==> src/rtl/bitmask_code_decompressor_top_defines.svh <==
// assertion macros for the top-level rtl
`ifndef BITMASK_CODE_DECOMPRESSOR_TOP_DEFINES_SVH
`define BITMASK_CODE_DECOMPRESSOR_TOP_DEFINES_SVH

// same-cycle implication, checked outside reset
`define BMCD_ASSERT_NOW(label, ante, cons, msg) \
  label: assert property (@(posedge clk) disable iff (!rst_n) (ante) |-> (cons)) \
    else $error(msg);

// next-cycle implication, checked outside reset
`define BMCD_ASSERT_NEXT(label, ante, cons, msg) \
  label: assert property (@(posedge clk) disable iff (!rst_n) (ante) |=> (cons)) \
    else $error(msg);

`endif

==> src/rtl/bmcd_pkg.sv <==
`default_nettype none

package bmcd_pkg;

  localparam int WORD_W   = 32;
  localparam int NUM_DICT = 8;
  localparam int CFG_IDX_W = 4;

  typedef logic [NUM_DICT-1:0][WORD_W-1:0] dict_array_t;

  typedef enum logic [2:0] {
    FMT_REPEAT  = 3'd0,
    FMT_MASK    = 3'd1,
    FMT_FLIP1   = 3'd2,
    FMT_FLIP2ADJ = 3'd3,
    FMT_FLIP2   = 3'd4,
    FMT_DICT    = 3'd5,
    FMT_RAW     = 3'd6,
    FMT_END     = 3'd7
  } fmt_t;

  // everything the word rebuild needs besides the final field
  typedef struct packed {
    fmt_t       fmt;
    logic [4:0] first_pos;
    logic [4:0] second_pos;
    logic [3:0] mask;
  } record_t;

  // width of field ph (1..3) of a record, zero where the record has no such field
  function automatic logic [5:0] field_width(fmt_t f, logic [1:0] ph);
    logic [5:0] w;
    w = 6'd0;
    case (f)
      FMT_REPEAT:   w = (ph == 2'd1) ? 6'd2 : 6'd0;
      FMT_MASK: begin
        case (ph)
          2'd1:    w = 6'd5;
          2'd2:    w = 6'd4;
          2'd3:    w = 6'd3;
          default: w = 6'd0;
        endcase
      end
      FMT_FLIP1, FMT_FLIP2ADJ: begin
        case (ph)
          2'd1:    w = 6'd5;
          2'd2:    w = 6'd3;
          default: w = 6'd0;
        endcase
      end
      FMT_FLIP2: begin
        case (ph)
          2'd1:    w = 6'd5;
          2'd2:    w = 6'd5;
          2'd3:    w = 6'd3;
          default: w = 6'd0;
        endcase
      end
      FMT_DICT:     w = (ph == 2'd1) ? 6'd3 : 6'd0;
      FMT_RAW:      w = (ph == 2'd1) ? 6'd32 : 6'd0;
      default:      w = 6'd0;
    endcase
    return w;
  endfunction

endpackage

`default_nettype wire

==> src/rtl/bmcd_rebuild.sv <==
`default_nettype none

module bmcd_rebuild (
  input  var bmcd_pkg::record_t     rec,
  input  wire [31:0]                field_val,
  input  var bmcd_pkg::dict_array_t dict,
  input  wire [31:0]                last_word,
  output logic [31:0]               word
);
  import bmcd_pkg::*;

  localparam logic [31:0] TOP_BIT = 32'h8000_0000;

  logic [31:0] base;
  logic [31:0] flip;

  // position p names bit 31-p; bits shifted below bit 0 are dropped
  always_comb begin
    base = dict[field_val[2:0]];
    case (rec.fmt)
      FMT_MASK:     flip = {rec.mask, 28'd0} >> rec.first_pos;
      FMT_FLIP1:    flip = TOP_BIT >> rec.first_pos;
      FMT_FLIP2ADJ: flip = {2'b11, 30'd0} >> rec.first_pos;
      FMT_FLIP2:    flip = (TOP_BIT >> rec.first_pos) | (TOP_BIT >> rec.second_pos);
      default:      flip = 32'd0;
    endcase
    case (rec.fmt)
      FMT_REPEAT: word = last_word;
      FMT_RAW:    word = field_val;
      default:    word = base ^ flip;
    endcase
  end

endmodule

`default_nettype wire

==> src/rtl/bitmask_code_decompressor_top.sv <==
`default_nettype none
// Bitmask code decompressor: takes the compressed stream one bit per word on
// the in_ channel and rebuilds 32-bit instruction words on the out_ channel.
// Each record is a 3-bit format code followed by its fields, msb first:
// repeat last word (2-bit count, count+1 words), mask xor (5-bit position,
// 4-bit mask, 3-bit index), one-bit flip, two adjacent bits flipped,
// two separate flips, plain dictionary word, 32 raw bits, and end of
// stream, after which bits are taken and ignored until reset. Position p
// names bit 31-p. The eight dictionary words are written through cfg_
// (index 0..7, other indexes ignored); the user must write them only while
// the block is idle, which the block itself does not enforce. All reset to
// zero. Rate: one stream bit per cycle. Only the bit that completes a record
// produces words; it is held off until the single output register is empty
// or handing over its final word. Every record is at least five bits long,
// so a repeat run of up to four words has drained before the next completing
// bit arrives, and with out_ready held high the input never stalls; only
// back-pressure on out_ holds it. The first word is out in the next cycle.
module bitmask_code_decompressor_top (
  input  wire                             clk,
  input  wire                             rst_n,
  // compressed bit stream
  input  wire                             in_valid,
  output logic                            in_ready,
  input  wire                             in_stream_bit,
  // rebuilt words
  output logic                            out_valid,
  input  wire                             out_ready,
  output logic [31:0]                     out_word_out,
  output logic                            out_run_last,
  // dictionary writes
  input  wire                             cfg_we,
  input  wire [bmcd_pkg::CFG_IDX_W-1:0]   cfg_index,
  input  wire [31:0]                      cfg_wdata
);
  import bmcd_pkg::*;
  `include "bitmask_code_decompressor_top_defines.svh"

  // parser state
  logic [31:0] shift_r, shift_nxt;
  logic [5:0]  cnt_r, cnt_nxt;
  fmt_t        fmt_r, fmt_nxt;
  logic [1:0]  phase_r, phase_nxt;
  logic [4:0]  pos1_r, pos1_nxt;
  logic [4:0]  pos2_r, pos2_nxt;
  logic [3:0]  mask_r, mask_nxt;
  logic        ended_r, ended_nxt;
  logic [31:0] last_word_r;

  // dictionary
  dict_array_t dict_r;

  // output register and repeat count still to send after the current word
  logic        out_valid_r;
  logic [31:0] out_word_r;
  logic        out_last_r;
  logic [1:0]  rep_r;

  logic [31:0] shift_in;
  logic [5:0]  cnt_inc;
  logic [5:0]  cur_width;
  logic        field_done;
  logic        last_fld;
  logic        emit_due;
  logic        emit;
  logic        slot_free;
  logic        in_fire;
  logic [1:0]  rep_load;
  logic [31:0] word;
  record_t     rec;

  assign shift_in  = {shift_r[30:0], in_stream_bit};
  assign cnt_inc   = cnt_r + 6'd1;
  assign cur_width = field_width(fmt_r, phase_r);
  // the final field of a record: third field, or no field after this one
  assign last_fld  = (phase_r == 2'd3) || (field_width(fmt_r, phase_r + 2'd1) == 6'd0);
  assign field_done = (phase_r == 2'd0) ? (cnt_inc == 6'd3) : (cnt_inc == cur_width);

  // whether the next bit produces words does not depend on its value
  assign emit_due  = !ended_r && (phase_r != 2'd0) && field_done && last_fld;
  assign slot_free = !out_valid_r || (out_ready && out_last_r);
  assign in_ready  = !emit_due || slot_free;
  assign in_fire   = in_valid && in_ready;
  assign emit      = in_fire && emit_due;

  always_comb begin
    shift_nxt = shift_r;
    cnt_nxt   = cnt_r;
    fmt_nxt   = fmt_r;
    phase_nxt = phase_r;
    pos1_nxt  = pos1_r;
    pos2_nxt  = pos2_r;
    mask_nxt  = mask_r;
    ended_nxt = ended_r;
    if (in_fire && !ended_r) begin
      shift_nxt = shift_in;
      cnt_nxt   = cnt_inc;
      if (field_done) begin
        shift_nxt = 32'd0;
        cnt_nxt   = 6'd0;
        if (phase_r == 2'd0) begin
          fmt_nxt = fmt_t'(shift_in[2:0]);
          if (fmt_t'(shift_in[2:0]) == FMT_END) begin
            ended_nxt = 1'b1;
          end else begin
            phase_nxt = 2'd1;
          end
        end else if (last_fld) begin
          phase_nxt = 2'd0;
        end else begin
          if (phase_r == 2'd1) begin
            pos1_nxt = shift_in[4:0];
          end else if (fmt_r == FMT_MASK) begin
            mask_nxt = shift_in[3:0];
          end else begin
            pos2_nxt = shift_in[4:0];
          end
          phase_nxt = phase_r + 2'd1;
        end
      end
    end
  end

  always_comb begin
    rec.fmt        = fmt_r;
    rec.first_pos  = pos1_r;
    rec.second_pos = pos2_r;
    rec.mask       = mask_r;
    rep_load       = (fmt_r == FMT_REPEAT) ? shift_in[1:0] : 2'd0;
  end

  bmcd_rebuild u_rebuild (
    .rec       (rec),
    .field_val (shift_in),
    .dict      (dict_r),
    .last_word (last_word_r),
    .word      (word)
  );

  always_ff @(posedge clk) begin
    if (!rst_n) begin
      shift_r     <= 32'd0;
      cnt_r       <= 6'd0;
      fmt_r       <= FMT_REPEAT;
      phase_r     <= 2'd0;
      pos1_r      <= 5'd0;
      pos2_r      <= 5'd0;
      mask_r      <= 4'd0;
      ended_r     <= 1'b0;
      last_word_r <= 32'd0;
    end else begin
      shift_r <= shift_nxt;
      cnt_r   <= cnt_nxt;
      fmt_r   <= fmt_nxt;
      phase_r <= phase_nxt;
      pos1_r  <= pos1_nxt;
      pos2_r  <= pos2_nxt;
      mask_r  <= mask_nxt;
      ended_r <= ended_nxt;
      // a repeat leaves the last word as it is
      if (emit && (fmt_r != FMT_REPEAT)) begin
        last_word_r <= word;
      end
    end
  end

  // dictionary write port, out-of-range indexes fall through
  always_ff @(posedge clk) begin
    if (!rst_n) begin
      dict_r <= '0;
    end else if (cfg_we) begin
      case (cfg_index)
        4'd0:    dict_r[0] <= cfg_wdata;
        4'd1:    dict_r[1] <= cfg_wdata;
        4'd2:    dict_r[2] <= cfg_wdata;
        4'd3:    dict_r[3] <= cfg_wdata;
        4'd4:    dict_r[4] <= cfg_wdata;
        4'd5:    dict_r[5] <= cfg_wdata;
        4'd6:    dict_r[6] <= cfg_wdata;
        4'd7:    dict_r[7] <= cfg_wdata;
        default: dict_r <= dict_r;
      endcase
    end
  end

  // output register: a repeat run replays the held word, counting down
  always_ff @(posedge clk) begin
    if (!rst_n) begin
      out_valid_r <= 1'b0;
      out_last_r  <= 1'b0;
      rep_r       <= 2'd0;
    end else if (emit) begin
      out_valid_r <= 1'b1;
      rep_r       <= rep_load;
      out_last_r  <= (rep_load == 2'd0);
    end else if (out_valid_r && out_ready) begin
      if (out_last_r) begin
        out_valid_r <= 1'b0;
      end else begin
        rep_r      <= rep_r - 2'd1;
        out_last_r <= (rep_r == 2'd1);
      end
    end
  end

  always_ff @(posedge clk) begin
    if (emit) begin
      out_word_r <= word;
    end
  end

  assign out_valid    = out_valid_r;
  assign out_word_out = out_word_r;
  assign out_run_last = out_last_r;

  `BMCD_ASSERT_NEXT(a_end_sticky, ended_r, ended_r, "end of stream flag dropped")
  `BMCD_ASSERT_NOW(a_rep_pending, out_valid_r && !out_last_r, rep_r != 2'd0, "run not marked last with no repeats left")
  `BMCD_ASSERT_NOW(a_no_end_record, phase_r != 2'd0, fmt_r != FMT_END, "fields parsed after end-of-stream code")
  `BMCD_ASSERT_NOW(a_ended_drains, ended_r, in_ready && !emit, "input stalled or words made after end of stream")

endmodule

`default_nettype wire

==> config.mk <==
export PLATFORM = sky130hd
export DESIGN_NAME = bitmask_code_decompressor_top
export DESIGN_NICKNAME = d
export VERILOG_FILES = /design/src/rtl/bmcd_pkg.sv /design/src/rtl/bmcd_rebuild.sv /design/src/rtl/bitmask_code_decompressor_top.sv
export VERILOG_INCLUDE_DIRS = /design/src /design/src/rtl
export SDC_FILE = /design/constraint.sdc
export NUM_CORES = 1
export LEC_CHECK = 0
export BUFFER_PORTS_ARGS = -buffer_cell sky130_fd_sc_hd__buf_2
export CAP_MARGIN = 20
export CORE_MARGIN = 2
export CORE_UTILIZATION = 50
export DETAILED_ROUTE_END_ITERATION = 10
export PLACE_DENSITY = 0.73
export SLEW_MARGIN = 0
export SYNTH_ARGS = -nofsm -noshare
export SYNTH_HDL_FRONTEND = slang
export SYNTH_SLANG_ARGS = --single-unit
==> constraint.sdc <==
create_clock -name clk -period 4.8 [get_ports clk]
set_input_delay 0.96 -clock clk [delete_from_list [all_inputs] [get_ports clk]]
set_output_delay 0.96 -clock clk [all_outputs]
set_load 0.01 [all_outputs]
# After elaboration in Yosys (flattened, before gate mapping)
# Cells that the tools add are included.
# totals
ff_bits	381
out_inout_bits	35
wordCells	137
# classes
add_sub_neg	3
order_cmp	1
n_eq_ne	25
shift	4
mux	34
bitwise	6
n_reduce_logical	43
# ops
operator	count
one-hot mux 32 bit (4 select lines)	1
binary-select mux 32 bit (select 3 bit)	1
right shift 32 x 5 -> 32 bit (first input constant)	3
one-hot mux 6 bit (6 select lines)	2
one-hot mux 32 bit (2 select lines)	1
2-to-1 mux 32 bit	1
bitwise OR 32 bit	1
right shift 32 x 5 -> 32 bit	1
bitwise XOR 32 bit	1
2-to-1 mux 31 bit	1
one-hot mux 3 bit (2 select lines)	4
2-to-1 mux 2 bit	11
AND reduction 2 bit	10
2-to-1 mux 6 bit	3
one-hot mux 3 bit (3 select lines)	2
equality test 4 x 3 -> 1 bit (second input constant)	4
equality test 3 bit (second input constant)	4
AND reduction 6 bit	2
logical AND 1 bit	9
equality test 2 bit (second input constant)	4
equality test 4 x 2 -> 1 bit (second input constant)	2
2-to-1 mux 1 bit	7
adder 6 x 1 -> 6 bit (second input constant)	1
equality test 2 x 1 -> 1 bit (second input constant)	3
other kinds (23)	37

# Longest topological paths before layout
# depth
depth_word	14
depth_mapped	12
depth_no_buf	9

# By module
# A second synthesis with hierarchy kept.
# unflattened
hier_cells	2093
area_unflattened_um2	17812.1
# by_module_without_submodules
module	n_inst	cells_per_inst	area_per_inst_um2
bitmask_code_decompressor_top	1	1667	13955.9
bmcd_rebuild	1	426	3856.2

# Worst setup path before layout
# Ideal clock, no wire load.
# synth_path
path_kind	reg2reg
startpoint	register phase_r[0]
endpoint	register out_last_r, in the netlist out_run_last
setup_ns	0.136
arrival_time_ns	4.366
t_required_ns	4.664
path_slack_ns	0.298
path_stages_with_launch	11
n_path_buf	1
path_cell_list	dfxtp_1 > inv_1 > ha_1 > clkbuf_1 > nand2b_1 > or3_1 > a21o_1 > a21o_1 > nor4_2 > o211a_1 > nor3_1
# synth_between
elab_chain_len	13
elab_cells_between_ends	38
cone_classes	add/sub (1); eq/ne (7); mux (16); reduce/logical (14)
# synth_lines
element	line	source
start: declaration	bitmask_code_decompressor_top.sv:42	logic [1:0] phase_r, phase_nxt;
start signal: assignment	bitmask_code_decompressor_top.sv:154	phase_r <= phase_nxt;
adder 2 x 1 -> 2 bit, or another cell as far along	bitmask_code_decompressor_top.sv:75	assign last_fld = (phase_r == 2'd3) || (field_width(fmt_r, phase_r + 2'd1) == 6'd0);
equality test 2 x 1 -> 1 bit, or another cell as far along	-	
OR reduction 2 bit (no source line) or one-hot mux 3 bit (2 select lines) (tied branches)	-	
one-hot mux 3 bit (2 select lines) or one-hot mux 6 bit (6 select lines) (tied branches)	bmcd_pkg.sv:52, bmcd_pkg.sv:34	
one-hot mux 6 bit (6 select lines) or equality test 6 bit (tied branches)	bmcd_pkg.sv:34, bitmask_code_decompressor_top.sv:76	
zero test 6 bit or 2-to-1 mux 1 bit (tied branches)	bitmask_code_decompressor_top.sv:75, bitmask_code_decompressor_top.sv:76	
logical OR 1 bit or logical AND 1 bit (tied branches)	bitmask_code_decompressor_top.sv:75, bitmask_code_decompressor_top.sv:79	
logical AND 1 bit *	bitmask_code_decompressor_top.sv:79	assign emit_due = !ended_r && (phase_r != 2'd0) && field_done && last_fld;
zero test 1 bit	bitmask_code_decompressor_top.sv:81	assign in_ready = !emit_due || slot_free;
logical OR 1 bit	bitmask_code_decompressor_top.sv:81	
logical AND 1 bit	bitmask_code_decompressor_top.sv:82	assign in_fire = in_valid && in_ready;
logical AND 1 bit *	bitmask_code_decompressor_top.sv:83	assign emit = in_fire && emit_due;
net emit	bitmask_code_decompressor_top.sv:64	logic emit;
2-to-1 mux 1 bit or nonzero test 2 bit (tied branches)	-	
end signal: assignment	bitmask_code_decompressor_top.sv:194	out_last_r <= (rep_load == 2'd0);
end signal: assignment	bitmask_code_decompressor_top.sv:200	out_last_r <= (rep_r == 2'd1);
end: declaration	bitmask_code_decompressor_top.sv:55	logic out_last_r;
# Mark *: on every way through the listed nets, which the timed path passes. The rest lies on a longest branch.
# A chain may end at the register's enable or synchronous reset.

# Final worst setup path
# layout_path
startpoint	register fmt_r[1]
endpoint	output in_ready
# layout_between
elab_chain_len	9
elab_cells_between_ends	18
cone_classes	eq/ne (7); mux (3); reduce/logical (8)
# layout_lines
element	line	source
start: declaration	bitmask_code_decompressor_top.sv:41	fmt_t fmt_r, fmt_nxt;
start signal: assignment	bitmask_code_decompressor_top.sv:153	fmt_r <= fmt_nxt;
equality test 3 x 2 -> 1 bit	bmcd_pkg.sv:34	case (f)
OR reduction 2 bit	bmcd_pkg.sv:34	
one-hot mux 6 bit (6 select lines)	bmcd_pkg.sv:34	
equality test 6 bit	bitmask_code_decompressor_top.sv:76	assign field_done = (phase_r == 2'd0) ? (cnt_inc == 6'd3) : (cnt_inc == cur_width);
2-to-1 mux 1 bit	bitmask_code_decompressor_top.sv:76	
logical AND 1 bit	bitmask_code_decompressor_top.sv:79	
logical AND 1 bit *	bitmask_code_decompressor_top.sv:79	
zero test 1 bit *	bitmask_code_decompressor_top.sv:81	
logical OR 1 bit *	bitmask_code_decompressor_top.sv:81	
end: declaration	bitmask_code_decompressor_top.sv:23	output logic in_ready,
# Mark *: on every way between the ends. The rest lies on a longest branch, timed or not.

==> flow_metrics.env <==
export IMPL_clock_latency_ns=0.55
export IMPL_synth_cell_types=84
export IMPL_gr_total_overflow=0
export IMPL_via_per_inst=6.00
export IMPL_synthCells=2079
export IMPL_syn_nets=2130
export IMPL_required_ns=3.84
export IMPL_hold_buffers=0
export IMPL_post_cts_resized=0
export IMPL_finalCritPeriodShare=0.924
export IMPL_htree_levels=2
export IMPL_synth_top_cells_by_count="nand2_1, dfxtp_1, a21oi_1"
export IMPL_dieArea_um2=37200
export IMPL_register_area_um2=7950
export IMPL_outcome="completed"
export IMPL_place_hpwl_um=31400
export IMPL_place_ws_ns=1.04
export IMPL_root_buffer="clkbuf_16"
export IMPL_postCtsSetupRepairBufs=0
export IMPL_grt_max_degree=167
export IMPL_cp_top_family="simple AND/OR/NAND/NOR gates"
export IMPL_cp_cell_sequence="and4bb_1, o31ai_1, nor4b_1, a211o_1, and2_1, nand2_1, buf_2"
export IMPL_drive_above_1_share=0.133
export IMPL_p_leak_nw=6.60
export IMPL_drc=0
export IMPL_die_h_um=193
export IMPL_cp_slowest_cell="dfxtp_1"
export IMPL_antenna_left=0
export IMPL_ioPinCount=77
export IMPL_cts_tree="done"
export IMPL_ys_async_sr_fraction=0
export IMPL_ys_ff_latch=381
export IMPL_fp_row_count=69
export IMPL_worst_setup_path_start_kind="flop"
export IMPL_crit_arrival_ns=3.47
export IMPL_critPathMaxFanout=27
export IMPL_cpPeakStageDelay_ns=0.89
export IMPL_rsz0062_at_grt="false"
export IMPL_final_setup_viol_count=0
export IMPL_clock_sinks=381
export IMPL_netlist_area_leader_share=0.392
export IMPL_syn_avg_cell_area_um2=8.57
export IMPL_nets=2084
export IMPL_layout_setup_ws_ns=0.366
export IMPL_drt_initial_drc_count=1564
export IMPL_fmax_ghz=0.226
export IMPL_min_path_type="reg2reg"
export IMPL_io_buffer_count=76
export IMPL_grt_pass1_wl_um=79400
export IMPL_synth_area_leaders="dfxtp_1, nand2_1, mux4_2"
export IMPL_tns_ns=0
export IMPL_start_util=0.505
export IMPL_yosysSeqAreaShare=0.446
export IMPL_vdd_ir_drop_max_mv=0.238
export IMPL_p_per_area_nw_per_um2=358
export IMPL_worst_path_buf_inv=1
export IMPL_dr_pass1_iters=5
export IMPL_slew_viol_final=0
export IMPL_grt_total_usage=0.273
export IMPL_antenna_found_initial=4
export IMPL_core_um2=35300
export IMPL_die_x_um=193
export IMPL_synth_most_common_cell="nand2_1"
export IMPL_syn2layout_area_growth_pct=9.97
export IMPL_end_kind="output pin"
export IMPL_worst_pin_slew_ns=1.06
export IMPL_synth_edf_count=32
export IMPL_fin_hold_ws_ns=0.453
export IMPL_num_vias=15100
export IMPL_cts_buffer_depth=3
export IMPL_clk_pin_slew_ns=0.07
export IMPL_timing_final_crit_period_ns=4.43
export IMPL_drt_wl_total_um=50800
export IMPL_slew_headroom=0.294
export IMPL_cap_violations=0
export IMPL_multi_input_area_um2=9010
export IMPL_cts_buffers=41
export IMPL_yosys_area_top_type="dfxtp_1"
export IMPL_wire_per_inst_um=20.1
export IMPL_yosysWarnings=0
export IMPL_path_class="reg2out"
export IMPL_gp_congestion=0.906
export IMPL_fin_skew_ns=0.0151
export IMPL_ys_flop_type="dfxtp_1"
export IMPL_hold_viol_final=0
export IMPL_syn_area_um2=17800
export IMPL_fin_util=0.555
export IMPL_n_fill_cell=3146
export IMPL_grt_pass1_vias=14500
## layout make-up
cell class              count  share of cell area
flip-flops and latches    381               0.406
multi-input cells        1481               0.460
inverters                  20             0.00421
repair buffers            108              0.0337
well taps                 461              0.0294
clock buffers              64              0.0630
clock inverters             8             0.00377
diodes                      2            0.000255
## logic make-up (layout without fill, tap and decap cells)
group | count (synthesis) | in the layout | share of synthesized area
and+or+nand+nor | 825 | 825 | 0.199
xor gates and xnor gates | 30 | 30 | 0.0147
other | 0 | 2 | 0
muxes | 123 | 123 | 0.114
adders and majority gates | 9 | 9 | 0.00632
buffers and inverters | 217 | 200 | 0.0501
AOI/OAI and AO/OA | 494 | 494 | 0.170
DFF | 381 | 381 | 0.446
## metal layers
metal | global-route usage | wire length [µm] | vias up
met5 | 0 | 24 | -
met4 | 0.0960 | 1400 | 4
met3 | 0.0451 | 3900 | 103
met2 | 0.441 | 24300 | 589
met1 | 0.370 | 21200 | 7328
li1 | - | - | 7116
## where the power goes
part	total (mW)	internal, mW	switching, mW
registers	3.31	3.24	0.0677
logic	0.643	0.205	0.437
clock network	3.07	1.78	1.29
total	7.02	5.23	1.79
## registers in the layout, indices dropped and copies added, names as in the netlist
name,count
last_word_r,32
pos2_r,5
fmt_r,3
dict_r,256
ended_r,1
out_run_last,1
rep_r,2
out_valid,1
cnt_r,6
phase_r,2
out_word_out,32
mask_r,4
shift_r,31
pos1_r,5
## worst min-delay path, delay by kind of cell (launching register included)
family	cells	cell delay (ns)
flip-flops	1	0.31
AND/OR/NAND/NOR	1	0.05
AO/OA/AOI/OAI	1	0.05
## layout by cell type (no fill, tap or decap), types with 21 or more instances in the layout
cell type  instances
clkbuf_16         43
nor2_1            60
mux4_2            64
mux2i_1           55
o21ai_0           47
buf_2             75
o22ai_1           21
nand2_1          611
dfxtp_1          347
nand3_1           49
a21oi_1          283
edfxtp_1          32
a22oi_1           21
buf_4             30
## through the flow
stage	std cells	area (µm²)	power [mW]
floorplan	2079	17800	3.84
global placement	2451	18300	4.00
detailed placement	2451	18300	4.01
CTS	2523	19600	7.04
global route	2524	19600	7.25
finish	2525	19600	7.02
## worst paths after layout
check | from | cells past startpoint | endpoint | slack, ns
hold / removal | dict_r[143] | 2 | dict_r[143] | 0.45
setup / recovery | fmt_r[1] | 7 | in_ready | 0.37
hold reg to reg | dict_r[143] | 2 | dict_r[143] | 0.45
setup reg to reg | fmt_r[1] | 8 | last_word_r[14] | 1.27
No activity file was read; power rests on OpenSTA's default activity.
